[config.mk]
export PLATFORM = sky130hd
export DESIGN_NAME = sensor_report_bar_graph
export DESIGN_NICKNAME = d
export VERILOG_FILES = /design/src/sv/sbg_pkg.sv /design/src/sv/sensor_report_bar_graph.sv /design/src/sv/sbg_front.sv /design/src/sv/sbg_queue.sv /design/src/sv/sbg_back.sv
export SDC_FILE = /design/constraint.sdc
export NUM_CORES = 1
export LEC_CHECK = 0
export ABC_AREA = 0
export BUFFER_PORTS_ARGS = -buffer_cell sky130_fd_sc_hd__buf_4
export CAP_MARGIN = 0
export CORE_ASPECT_RATIO = 1.2
export CORE_MARGIN = 2
export CORE_UTILIZATION = 35
export CTS_CLUSTER_SIZE = 30
export DETAILED_ROUTE_END_ITERATION = 12
export HOLD_SLACK_MARGIN = 0.08
export PLACE_DENSITY_LB_ADDON = 0.08
export SYNTH_ARGS = -nofsm -noshare
export SYNTH_HDL_FRONTEND = slang
export SYNTH_HIERARCHICAL = 1
export SYNTH_SLANG_ARGS = --single-unit
[constraint.sdc]
create_clock -name clk -period 7 [get_ports clk]
set_clock_uncertainty 0.2 [all_clocks]
set_input_delay 1.4 -clock clk [delete_from_list [all_inputs] [get_ports clk]]
set_output_delay 1.4 -clock clk [all_outputs]
set_load 0.02 [all_outputs]
[src/sv/sbg_pkg.sv]
// Shared types, codes and the decimal digit step of the sensor report block.
`default_nettype none
package sbg_pkg;

	// Received command characters.
	localparam logic [7:0] CMD_CONT   = 8'h43;
	localparam logic [7:0] CMD_STOP   = 8'h53;
	localparam logic [7:0] CMD_BURST  = 8'h50;
	localparam logic [7:0] CMD_SINGLE = 8'h31;

	// Report characters.
	localparam logic [7:0] DIGIT_BASE = 8'd48;
	localparam logic [7:0] SPACE_CHAR = 8'd32;

	// Reset values of the configuration registers.
	localparam logic [11:0] LEVEL_ONE_RST   = 12'd150;
	localparam logic [11:0] LEVEL_TWO_RST   = 12'd1000;
	localparam logic [11:0] LEVEL_THREE_RST = 12'd2000;
	localparam logic [11:0] LEVEL_FOUR_RST  = 12'd3000;
	localparam logic [7:0]  BURST_LEN_RST   = 8'd20;

	// Configuration register indexes.
	typedef enum logic [2:0] {
		CFG_LEVEL_ONE    = 3'd0,
		CFG_LEVEL_TWO    = 3'd1,
		CFG_LEVEL_THREE  = 3'd2,
		CFG_LEVEL_FOUR   = 3'd3,
		CFG_BURST_LENGTH = 3'd4
	} cfg_idx_t;

	// Decimal places, most significant first.
	typedef enum logic [1:0] {
		PLACE_THOUSANDS = 2'd0,
		PLACE_HUNDREDS  = 2'd1,
		PLACE_TENS      = 2'd2,
		PLACE_ONES      = 2'd3
	} place_t;

	// One classified tick, as it waits in the queue.
	typedef struct packed {
		logic        report;
		logic [11:0] value;
		logic [3:0]  leds;
	} entry_t;

	// Front to queue write side.
	typedef struct packed {
		logic   push;
		entry_t entry;
	} q_push_t;

	// Queue status seen by both sides.
	typedef struct packed {
		logic empty;
		logic full;
	} q_status_t;

	// Result of one decimal digit step.
	typedef struct packed {
		logic [3:0]  digit;
		logic [11:0] rem;
	} digit_t;

	// Extracts the digit at one place from a remainder below ten times that place.
	function automatic digit_t digit_step(logic [11:0] value, place_t place);
		digit_t      r;
		logic [13:0] pv;
		logic [13:0] thr;
		unique case (place)
			PLACE_THOUSANDS: pv = 14'd1000;
			PLACE_HUNDREDS:  pv = 14'd100;
			PLACE_TENS:      pv = 14'd10;
			PLACE_ONES:      pv = 14'd1;
		endcase
		r.digit = 4'd0;
		r.rem   = value;
		for (int m = 1; m <= 9; m++) begin
			thr = 14'(m) * pv;
			if ({2'b00, value} >= thr) begin
				r.digit = 4'(m);
				r.rem   = 12'({2'b00, value} - thr);
			end
		end
		return r;
	endfunction

endpackage
`default_nettype wire

[src/sv/sensor_report_bar_graph.sv]
// Top level of the sensor report and bar graph block.
//
//  channel   direction  handshake                  payload
//  item      in         item_valid / item_stall    operation, command_byte, sample
//  result    out        result_valid / result_stall char_valid, text_char, bar_leds, last
//  config    in         cfg_write                  cfg_index, cfg_data
//
// An item is taken every cycle while the tick queue has room; commands act at once.
// A reporting tick gives four words and a quiet tick one; the output register sends
// one word a cycle while the receiver does not stall.
// The queue holds QUEUE_DEPTH ticks so the front keeps taking items during a stall.
// Reset clears the mode, the burst count, the held sample and the queue at once.
// A stalled result word holds until taken; a full queue stalls the item channel.
`default_nettype none
module sensor_report_bar_graph #(
	parameter int QUEUE_DEPTH = 2
) (
	input  wire logic        clk,
	input  wire logic        arst_n,
	input  wire logic        item_valid,
	output logic             item_stall,
	input  wire logic        operation,
	input  wire logic [7:0]  command_byte,
	input  wire logic [11:0] sample,
	output logic             result_valid,
	input  wire logic        result_stall,
	output logic             char_valid,
	output logic [7:0]       text_char,
	output logic [3:0]       bar_leds,
	output logic             last,
	input  wire logic        cfg_write,
	input  wire logic [2:0]  cfg_index,
	input  wire logic [11:0] cfg_data
);
	import sbg_pkg::*;

	q_push_t   q_push;
	q_status_t q_status;
	entry_t    head;
	logic      pop;

	sbg_front u_front (
		.clk          (clk),
		.arst_n       (arst_n),
		.item_valid   (item_valid),
		.item_stall   (item_stall),
		.operation    (operation),
		.command_byte (command_byte),
		.sample       (sample),
		.cfg_write    (cfg_write),
		.cfg_index    (cfg_index),
		.cfg_data     (cfg_data),
		.q_status     (q_status),
		.q_push       (q_push)
	);

	sbg_queue #(
		.DEPTH (QUEUE_DEPTH)
	) u_queue (
		.clk      (clk),
		.arst_n   (arst_n),
		.q_push   (q_push),
		.pop      (pop),
		.head     (head),
		.q_status (q_status)
	);

	sbg_back u_back (
		.clk          (clk),
		.arst_n       (arst_n),
		.head         (head),
		.q_status     (q_status),
		.pop          (pop),
		.result_valid (result_valid),
		.result_stall (result_stall),
		.char_valid   (char_valid),
		.text_char    (text_char),
		.bar_leds     (bar_leds),
		.last         (last)
	);

endmodule
`default_nettype wire

[src/sv/sbg_front.sv]
// Front part: takes items, runs the command state and classifies each tick.
`default_nettype none
module sbg_front (
	input  wire logic              clk,
	input  wire logic              arst_n,
	input  wire logic              item_valid,
	output logic                   item_stall,
	input  wire logic              operation,
	input  wire logic [7:0]        command_byte,
	input  wire logic [11:0]       sample,
	input  wire logic              cfg_write,
	input  wire logic [2:0]        cfg_index,
	input  wire logic [11:0]       cfg_data,
	input  wire sbg_pkg::q_status_t q_status,
	output sbg_pkg::q_push_t       q_push
);
	import sbg_pkg::*;

	logic [11:0] level_one_q, level_two_q, level_three_q, level_four_q;
	logic [7:0]  burst_len_q;
	logic        cont_q;
	logic [7:0]  left_q;
	logic [11:0] held_q;

	logic        accept;
	logic        report;
	logic [11:0] held_new;
	logic [3:0]  leds;

	// A tick can only be taken when the queue has room.
	assign item_stall = q_status.full;
	assign accept     = item_valid && !item_stall;

	// Classify a tick and form the bar pattern from the updated sample.
	always_comb begin
		report   = cont_q || (left_q != 8'd0);
		held_new = report ? sample : held_q;
		leds     = 4'b0000;
		if (held_new > level_one_q)   leds = leds | 4'b0001;
		if (held_new > level_two_q)   leds = leds | 4'b0011;
		if (held_new > level_three_q) leds = leds | 4'b0111;
		if (held_new > level_four_q)  leds = leds | 4'b1111;
		q_push.push         = accept && operation;
		q_push.entry.report = report;
		q_push.entry.value  = held_new;
		q_push.entry.leds   = leds;
	end

	// Configuration registers.
	always_ff @(posedge clk or negedge arst_n) begin
		if (!arst_n) begin
			level_one_q   <= LEVEL_ONE_RST;
			level_two_q   <= LEVEL_TWO_RST;
			level_three_q <= LEVEL_THREE_RST;
			level_four_q  <= LEVEL_FOUR_RST;
			burst_len_q   <= BURST_LEN_RST;
		end else if (cfg_write) begin
			unique case (cfg_index)
				CFG_LEVEL_ONE:    level_one_q   <= cfg_data;
				CFG_LEVEL_TWO:    level_two_q   <= cfg_data;
				CFG_LEVEL_THREE:  level_three_q <= cfg_data;
				CFG_LEVEL_FOUR:   level_four_q  <= cfg_data;
				CFG_BURST_LENGTH: burst_len_q   <= cfg_data[7:0];
				default: ;
			endcase
		end
	end

	// Reporting mode, burst count and held sample; any other byte is ignored.
	always_ff @(posedge clk or negedge arst_n) begin
		if (!arst_n) begin
			cont_q <= 1'b0;
			left_q <= 8'd0;
			held_q <= 12'd0;
		end else if (accept) begin
			if (!operation) begin
				if (command_byte == CMD_CONT) begin
					cont_q <= 1'b1;
					left_q <= 8'd0;
				end else if (command_byte == CMD_STOP) begin
					cont_q <= 1'b0;
					left_q <= 8'd0;
				end else if (command_byte == CMD_BURST) begin
					cont_q <= 1'b0;
					left_q <= burst_len_q;
				end else if (command_byte == CMD_SINGLE) begin
					cont_q <= 1'b0;
					left_q <= 8'd1;
				end
			end else begin
				held_q <= held_new;
				if (!cont_q && left_q != 8'd0) begin
					left_q <= left_q - 8'd1;
				end
			end
		end
	end

	// Continuous mode and a burst count never coexist.
	a_mode_exclusive: assert property (@(posedge clk) disable iff (!arst_n)
		cont_q |-> (left_q == 8'd0))
		else $error("burst count left over in continuous mode");

	// A tick in continuous mode is always queued as a report.
	a_cont_reports: assert property (@(posedge clk) disable iff (!arst_n)
		(accept && operation && cont_q) |-> (q_push.push && q_push.entry.report))
		else $error("continuous tick not reported");

	// A burst counts down by one on each taken tick.
	a_burst_count: assert property (@(posedge clk) disable iff (!arst_n)
		(accept && operation && !cont_q && left_q != 8'd0) |=>
		(left_q == $past(left_q) - 8'd1))
		else $error("burst count did not step");

endmodule
`default_nettype wire

[src/sv/sbg_queue.sv]
// Short queue of classified ticks between the front and back parts.
`default_nettype none
module sbg_queue #(
	parameter int DEPTH = 2
) (
	input  wire logic             clk,
	input  wire logic             arst_n,
	input  wire sbg_pkg::q_push_t q_push,
	input  wire logic             pop,
	output sbg_pkg::entry_t       head,
	output sbg_pkg::q_status_t    q_status
);
	import sbg_pkg::*;

	localparam int AW = (DEPTH > 1) ? $clog2(DEPTH) : 1;
	localparam int CW = $clog2(DEPTH + 1);
	localparam logic [AW-1:0] LAST_IDX = AW'(DEPTH - 1);
	localparam logic [CW-1:0] FULL_CNT = CW'(DEPTH);

	entry_t          store_q [DEPTH];
	logic [AW-1:0]   wr_q, rd_q;
	logic [CW-1:0]   cnt_q;
	logic            do_push, do_pop;

	assign q_status.empty = (cnt_q == '0);
	assign q_status.full  = (cnt_q == FULL_CNT);
	assign do_push        = q_push.push && !q_status.full;
	assign do_pop         = pop && !q_status.empty;
	assign head           = store_q[rd_q];

	// Entry storage.
	always_ff @(posedge clk) begin
		if (do_push) begin
			store_q[wr_q] <= q_push.entry;
		end
	end

	// Pointers and fill count.
	always_ff @(posedge clk or negedge arst_n) begin
		if (!arst_n) begin
			wr_q  <= '0;
			rd_q  <= '0;
			cnt_q <= '0;
		end else begin
			if (do_push) begin
				wr_q <= (wr_q == LAST_IDX) ? '0 : wr_q + AW'(1);
			end
			if (do_pop) begin
				rd_q <= (rd_q == LAST_IDX) ? '0 : rd_q + AW'(1);
			end
			if (do_push && !do_pop) begin
				cnt_q <= cnt_q + CW'(1);
			end else if (do_pop && !do_push) begin
				cnt_q <= cnt_q - CW'(1);
			end
		end
	end

	// The front never pushes into a full queue.
	a_no_overflow: assert property (@(posedge clk) disable iff (!arst_n)
		q_push.push |-> !q_status.full)
		else $error("push into full queue");

	// The back never pops an empty queue.
	a_no_underflow: assert property (@(posedge clk) disable iff (!arst_n)
		pop |-> !q_status.empty)
		else $error("pop from empty queue");

	// Count grows by one on a push without a pop.
	a_count_step: assert property (@(posedge clk) disable iff (!arst_n)
		(do_push && !do_pop) |=> (cnt_q == $past(cnt_q) + CW'(1)))
		else $error("queue count did not grow on push");

endmodule
`default_nettype wire

[src/sv/sbg_back.sv]
// Back part: turns each queued tick into one or four result words.
`default_nettype none
module sbg_back (
	input  wire logic               clk,
	input  wire logic               arst_n,
	input  wire sbg_pkg::entry_t    head,
	input  wire sbg_pkg::q_status_t q_status,
	output logic                    pop,
	output logic                    result_valid,
	input  wire logic               result_stall,
	output logic                    char_valid,
	output logic [7:0]              text_char,
	output logic [3:0]              bar_leds,
	output logic                    last
);
	import sbg_pkg::*;

	logic        rv_q;
	logic        cv_q;
	logic [7:0]  text_q;
	logic [3:0]  leds_q;
	logic        last_q;
	place_t      pos_q;
	logic [11:0] rem_q;
	logic        lead_q;

	logic        load, take, final_word;
	logic [11:0] cur_rem;
	logic        cur_lead;
	digit_t      dstep;
	logic [7:0]  ch;

	// Next digit of the current report, most significant first.
	always_comb begin
		cur_rem    = (pos_q == PLACE_THOUSANDS) ? head.value : rem_q;
		cur_lead   = (pos_q == PLACE_THOUSANDS) ? 1'b1 : lead_q;
		dstep      = digit_step(cur_rem, pos_q);
		if (cur_lead && dstep.digit == 4'd0 && pos_q != PLACE_ONES) begin
			ch = SPACE_CHAR;
		end else begin
			ch = DIGIT_BASE + {4'd0, dstep.digit};
		end
		final_word = !head.report || (pos_q == PLACE_ONES);
		load       = !rv_q || !result_stall;
		take       = load && !q_status.empty;
		pop        = take && final_word;
	end

	// Output word valid and digit position.
	always_ff @(posedge clk or negedge arst_n) begin
		if (!arst_n) begin
			rv_q   <= 1'b0;
			pos_q  <= PLACE_THOUSANDS;
			lead_q <= 1'b1;
		end else begin
			if (load) begin
				rv_q <= !q_status.empty;
			end
			if (take) begin
				if (final_word) begin
					pos_q <= PLACE_THOUSANDS;
				end else begin
					pos_q  <= place_t'(pos_q + 2'd1);
					lead_q <= cur_lead && (dstep.digit == 4'd0);
				end
			end
		end
	end

	// Output word payload and digit remainder.
	always_ff @(posedge clk) begin
		if (take) begin
			cv_q   <= head.report;
			text_q <= head.report ? ch : 8'd0;
			leds_q <= head.leds;
			last_q <= final_word;
			rem_q  <= dstep.rem;
		end
	end

	assign result_valid = rv_q;
	assign char_valid   = cv_q;
	assign text_char    = text_q;
	assign bar_leds     = leds_q;
	assign last         = last_q;

	// A word with no character is always the only word of its tick.
	a_idle_is_last: assert property (@(posedge clk) disable iff (!arst_n)
		(rv_q && !cv_q) |-> last_q)
		else $error("non-report word without last");

	// With nothing queued the position sits at the first place.
	a_pos_home: assert property (@(posedge clk) disable iff (!arst_n)
		q_status.empty |-> (pos_q == PLACE_THOUSANDS))
		else $error("digit position left mid-report");

	// A report character is a digit or a space.
	a_char_range: assert property (@(posedge clk) disable iff (!arst_n)
		(rv_q && cv_q) |-> (text_q == SPACE_CHAR ||
		(text_q >= DIGIT_BASE && text_q <= DIGIT_BASE + 8'd9)))
		else $error("report character out of range");

endmodule
`default_nettype wire

==> results.md <==
* CP Capture Type: register
* Unique masters post-synth at approximately 110
* Clock root buffer: clkbuf_16
* CP Buf/Inv Count at 4
* Fillers at between 3000 and 4000
* GP Congestion at around 1.0
* Dpl hpwl at 35200 um
* Synth top area cells: edfxtp_1, ha_1, dfrtp_1
* Max Freq at between 150 and 200 MHz
* Critical path's top delay family: compound AO/OA/AOI/OAI gates
* Die width at 175 um
* Area of the multi-input gates at around 7800 um^2
* CTS buffer count at 17
* Num rows at 75
* RSZ-0062 raised after global routing: no
* # port buffers at between 50 and 60
* Via count at roughly 11000
* Synth-to-Final Area Change at 11.8%
* Initial antenna violation count at 0
* Slowest-stage cell, CP: ha_1
* DRT antenna net count at 0
* Final Util at 0.395
* Final Cell Area at between 10000 and 15000 um^2
* TritonCTS clock tree: done
* Reg area at just under 4000 um^2
* Inst Count DP at 1815
* Diode count at 0
* Final period utilization at 0.897
* Post-synthesis async set-or-reset flop share at 0.594
* Largest net degree at the start of global routing at 69
* Clock Latency Late Sink at around 0.43 ns
* Startpoint types: register
* Nets at 1537
* First-pass GRT wire length at 67700 um
* Fin cells at 1847
* Die area at 36600 um^2
* Clk sinks at roughly 140
* Crit path arrival time at roughly 6.3 ns
* Data required time at the worst endpoint at about 7 ns
* Final setup viols at 0
* Synth warn at 6
* Post-detailed-routing wire length at ~45000 um
* Clk buf depth at 2
* Cell Area, Synth at between 10000 and 15000 um^2
* DRT iter0 DRCs at 891
* Vias in the first global route at 10727
* Hold buffers post-CTS at 0
* Synth Area per Inst at about 9.2 um^2
* Drc violations at 0
* Top Ports at 57
* Outcome: complete, no violations
* # H-tree levels at 4
* Post-Synthesis Cells at approximately 1300
* Largest stage delay on the critical path at around 0.58 ns
* Setup TNS at 0 ns
* First-pass DRT Iterations at 5
* Post-CTS sizing at 0
* Post-CTS setup repair buffer count at 0
* Total gr overflow at 0
* Vias per Instance at between 5 and 6
* Seq cells post-synth at 143
* Ys flop type: dfrtp_1
* MaxCap Viol Count at 0
* Tmin final at 6.28 ns
* Worst Hold Class: reg -> reg
* Max FO, Critical Path at 12
* GRT Util Overall at 0.249
* Core area at around 35000 um^2
* Placed cell areas at between 10000 and 15000 um^2
* Hold Fails Final Rpt at 0
* WL/cell at ~24 um
* Layout cells sized above 1 at 0.183
* Pins over their slew limit at 0
* Critical Path, Cell by Cell: inv_1 > ha_1 > buf_4 > mux2i_1 > inv_1 > ha_1 > o21ai_0 > a21oi_1 > o311a_1 > a31oi_1 > o21ai_0 > buf_4 > or3_1 > o41ai_2 > nor3_1
* Critical path class: reg -> reg
* Clk pin slew, worst setup/hold paths at about 0.060 ns
* Relative slew slack at 0.209
* Synth top area share at 0.142
* Yosys top cell by area: edfxtp_1
* Slew @ Worst Pin at around 1.2 ns
* Post-synth EDFFs at 58
* Initial Util at 0.353
* Die Y at 209 um
* Sequential area share after synthesis at 0.318
synthesized netlist by cell type (all sizes together), types with 7 or more instances:
cell type and number:
xnor2 43, o31ai 8, inv 95, nor2b 16, nand4 23, xor2 16
a211oi 16, and3 7, or2 9, edfxtp 58, nand2 125, nor3 35
dfstp 26, a221oi 8, a21o 25, o41ai 7, or3 12, nand3 37
nand2b 14, clkbuf 31, buf 21, o21a 11, o21ai 101, mux2i 15
dfrtp 59, a21oi 90, ha 121, nor2 67, nor4 10, mux2 74
a31oi 13, o211ai 14
per-stage QoR:
stage	worst slack, ns	hold slack [ns]
6_report	0.721	0.301
2_1_floorplan	2.36	0.246
3_3_place_gp	0.890	0.272
4_1_cts	0.841	0.304
5_1_grt	0.496	0.322
3_5_place_dp	0.867	0.290
metal layers:
metal / part of all wire / global-route usage
met3: 0.042 / 0.0362
met5: 0 / 0
met2: 0.50 / 0.435
met4: 0.070 / 0.159
met1: 0.39 / 0.286
state kept, by name, summed over array words and instances (netlist names), 6 cells and up:
name / count
u_front/left_q: 8
u_front/level_two_q: 12
u_front/burst_len_q: 8
u_front/level_four_q: 12
u_front/held_q: 12
u_back/rem_q: 12
u_front/level_one_q: 12
u_front/level_three_q: 12
u_queue/store_q: 34
u_back/text_char: 6
area by class of cell:
cell class	count	area share
clock buffers	19	0.0330
multi-input cells	1038	0.566
flip-flops and latches	143	0.285
inverters	95	0.0260
well taps	462	0.0422
clock inverters	13	0.00648
repair buffers	77	0.0422
logic make-up (layout without fill, tap and decap cells):
group / after synthesis / in the layout / share of synthesized area
flip-flops: 143 / 143 / 0.318
other: 1 / 2 / 0.000306
AO/OA/AOI/OAI: 376 / 376 / 0.207
buffers and inverters: 147 / 204 / 0.0531
adder cells (fa/ha/maj): 126 / 126 / 0.130
multiplexers: 89 / 89 / 0.0879
XOR/XNOR: 60 / 60 / 0.0440
AND/OR/NAND/NOR: 385 / 385 / 0.159
placed cells by master, fill, tap and decap left out, drive strengths merged, types with 58 or more instances in the layout:
| cell | n |
|---|---|
| nor2 | 67 |
| ha | 121 |
| edfxtp | 58 |
| o21ai | 101 |
| mux2 | 74 |
| a21oi | 90 |
| inv | 98 |
| nand2 | 125 |
| buf | 77 |
| dfrtp | 59 |
path summary, 6_finish.rpt:
check	end	depth (start not counted)	from	slack, ns
min in group asynchronous	u_queue/wr_q$_DFFE_PN0P_	1	arst_n	0.63
max	u_back/text_char[1]$_SDFFCE_PP0P_	15	u_back/pos_q[0]$_DFFE_PN0P_	0.72
min	u_front/held_q[2]$_DFFE_PN0P_	1	u_front/held_q[2]$_DFFE_PN0P_	0.30
max in group asynchronous	u_front/held_q[10]$_DFFE_PN0P_	2	arst_n	4.78
max reg2reg	u_back/text_char[1]$_SDFFCE_PP0P_	15	u_back/pos_q[0]$_DFFE_PN0P_	0.72
min reg2reg	u_front/held_q[2]$_DFFE_PN0P_	1	u_front/held_q[2]$_DFFE_PN0P_	0.30
Power is not shown: default switching activity piles up to over one toggle a cycle in this logic, so the estimate is an artifact.
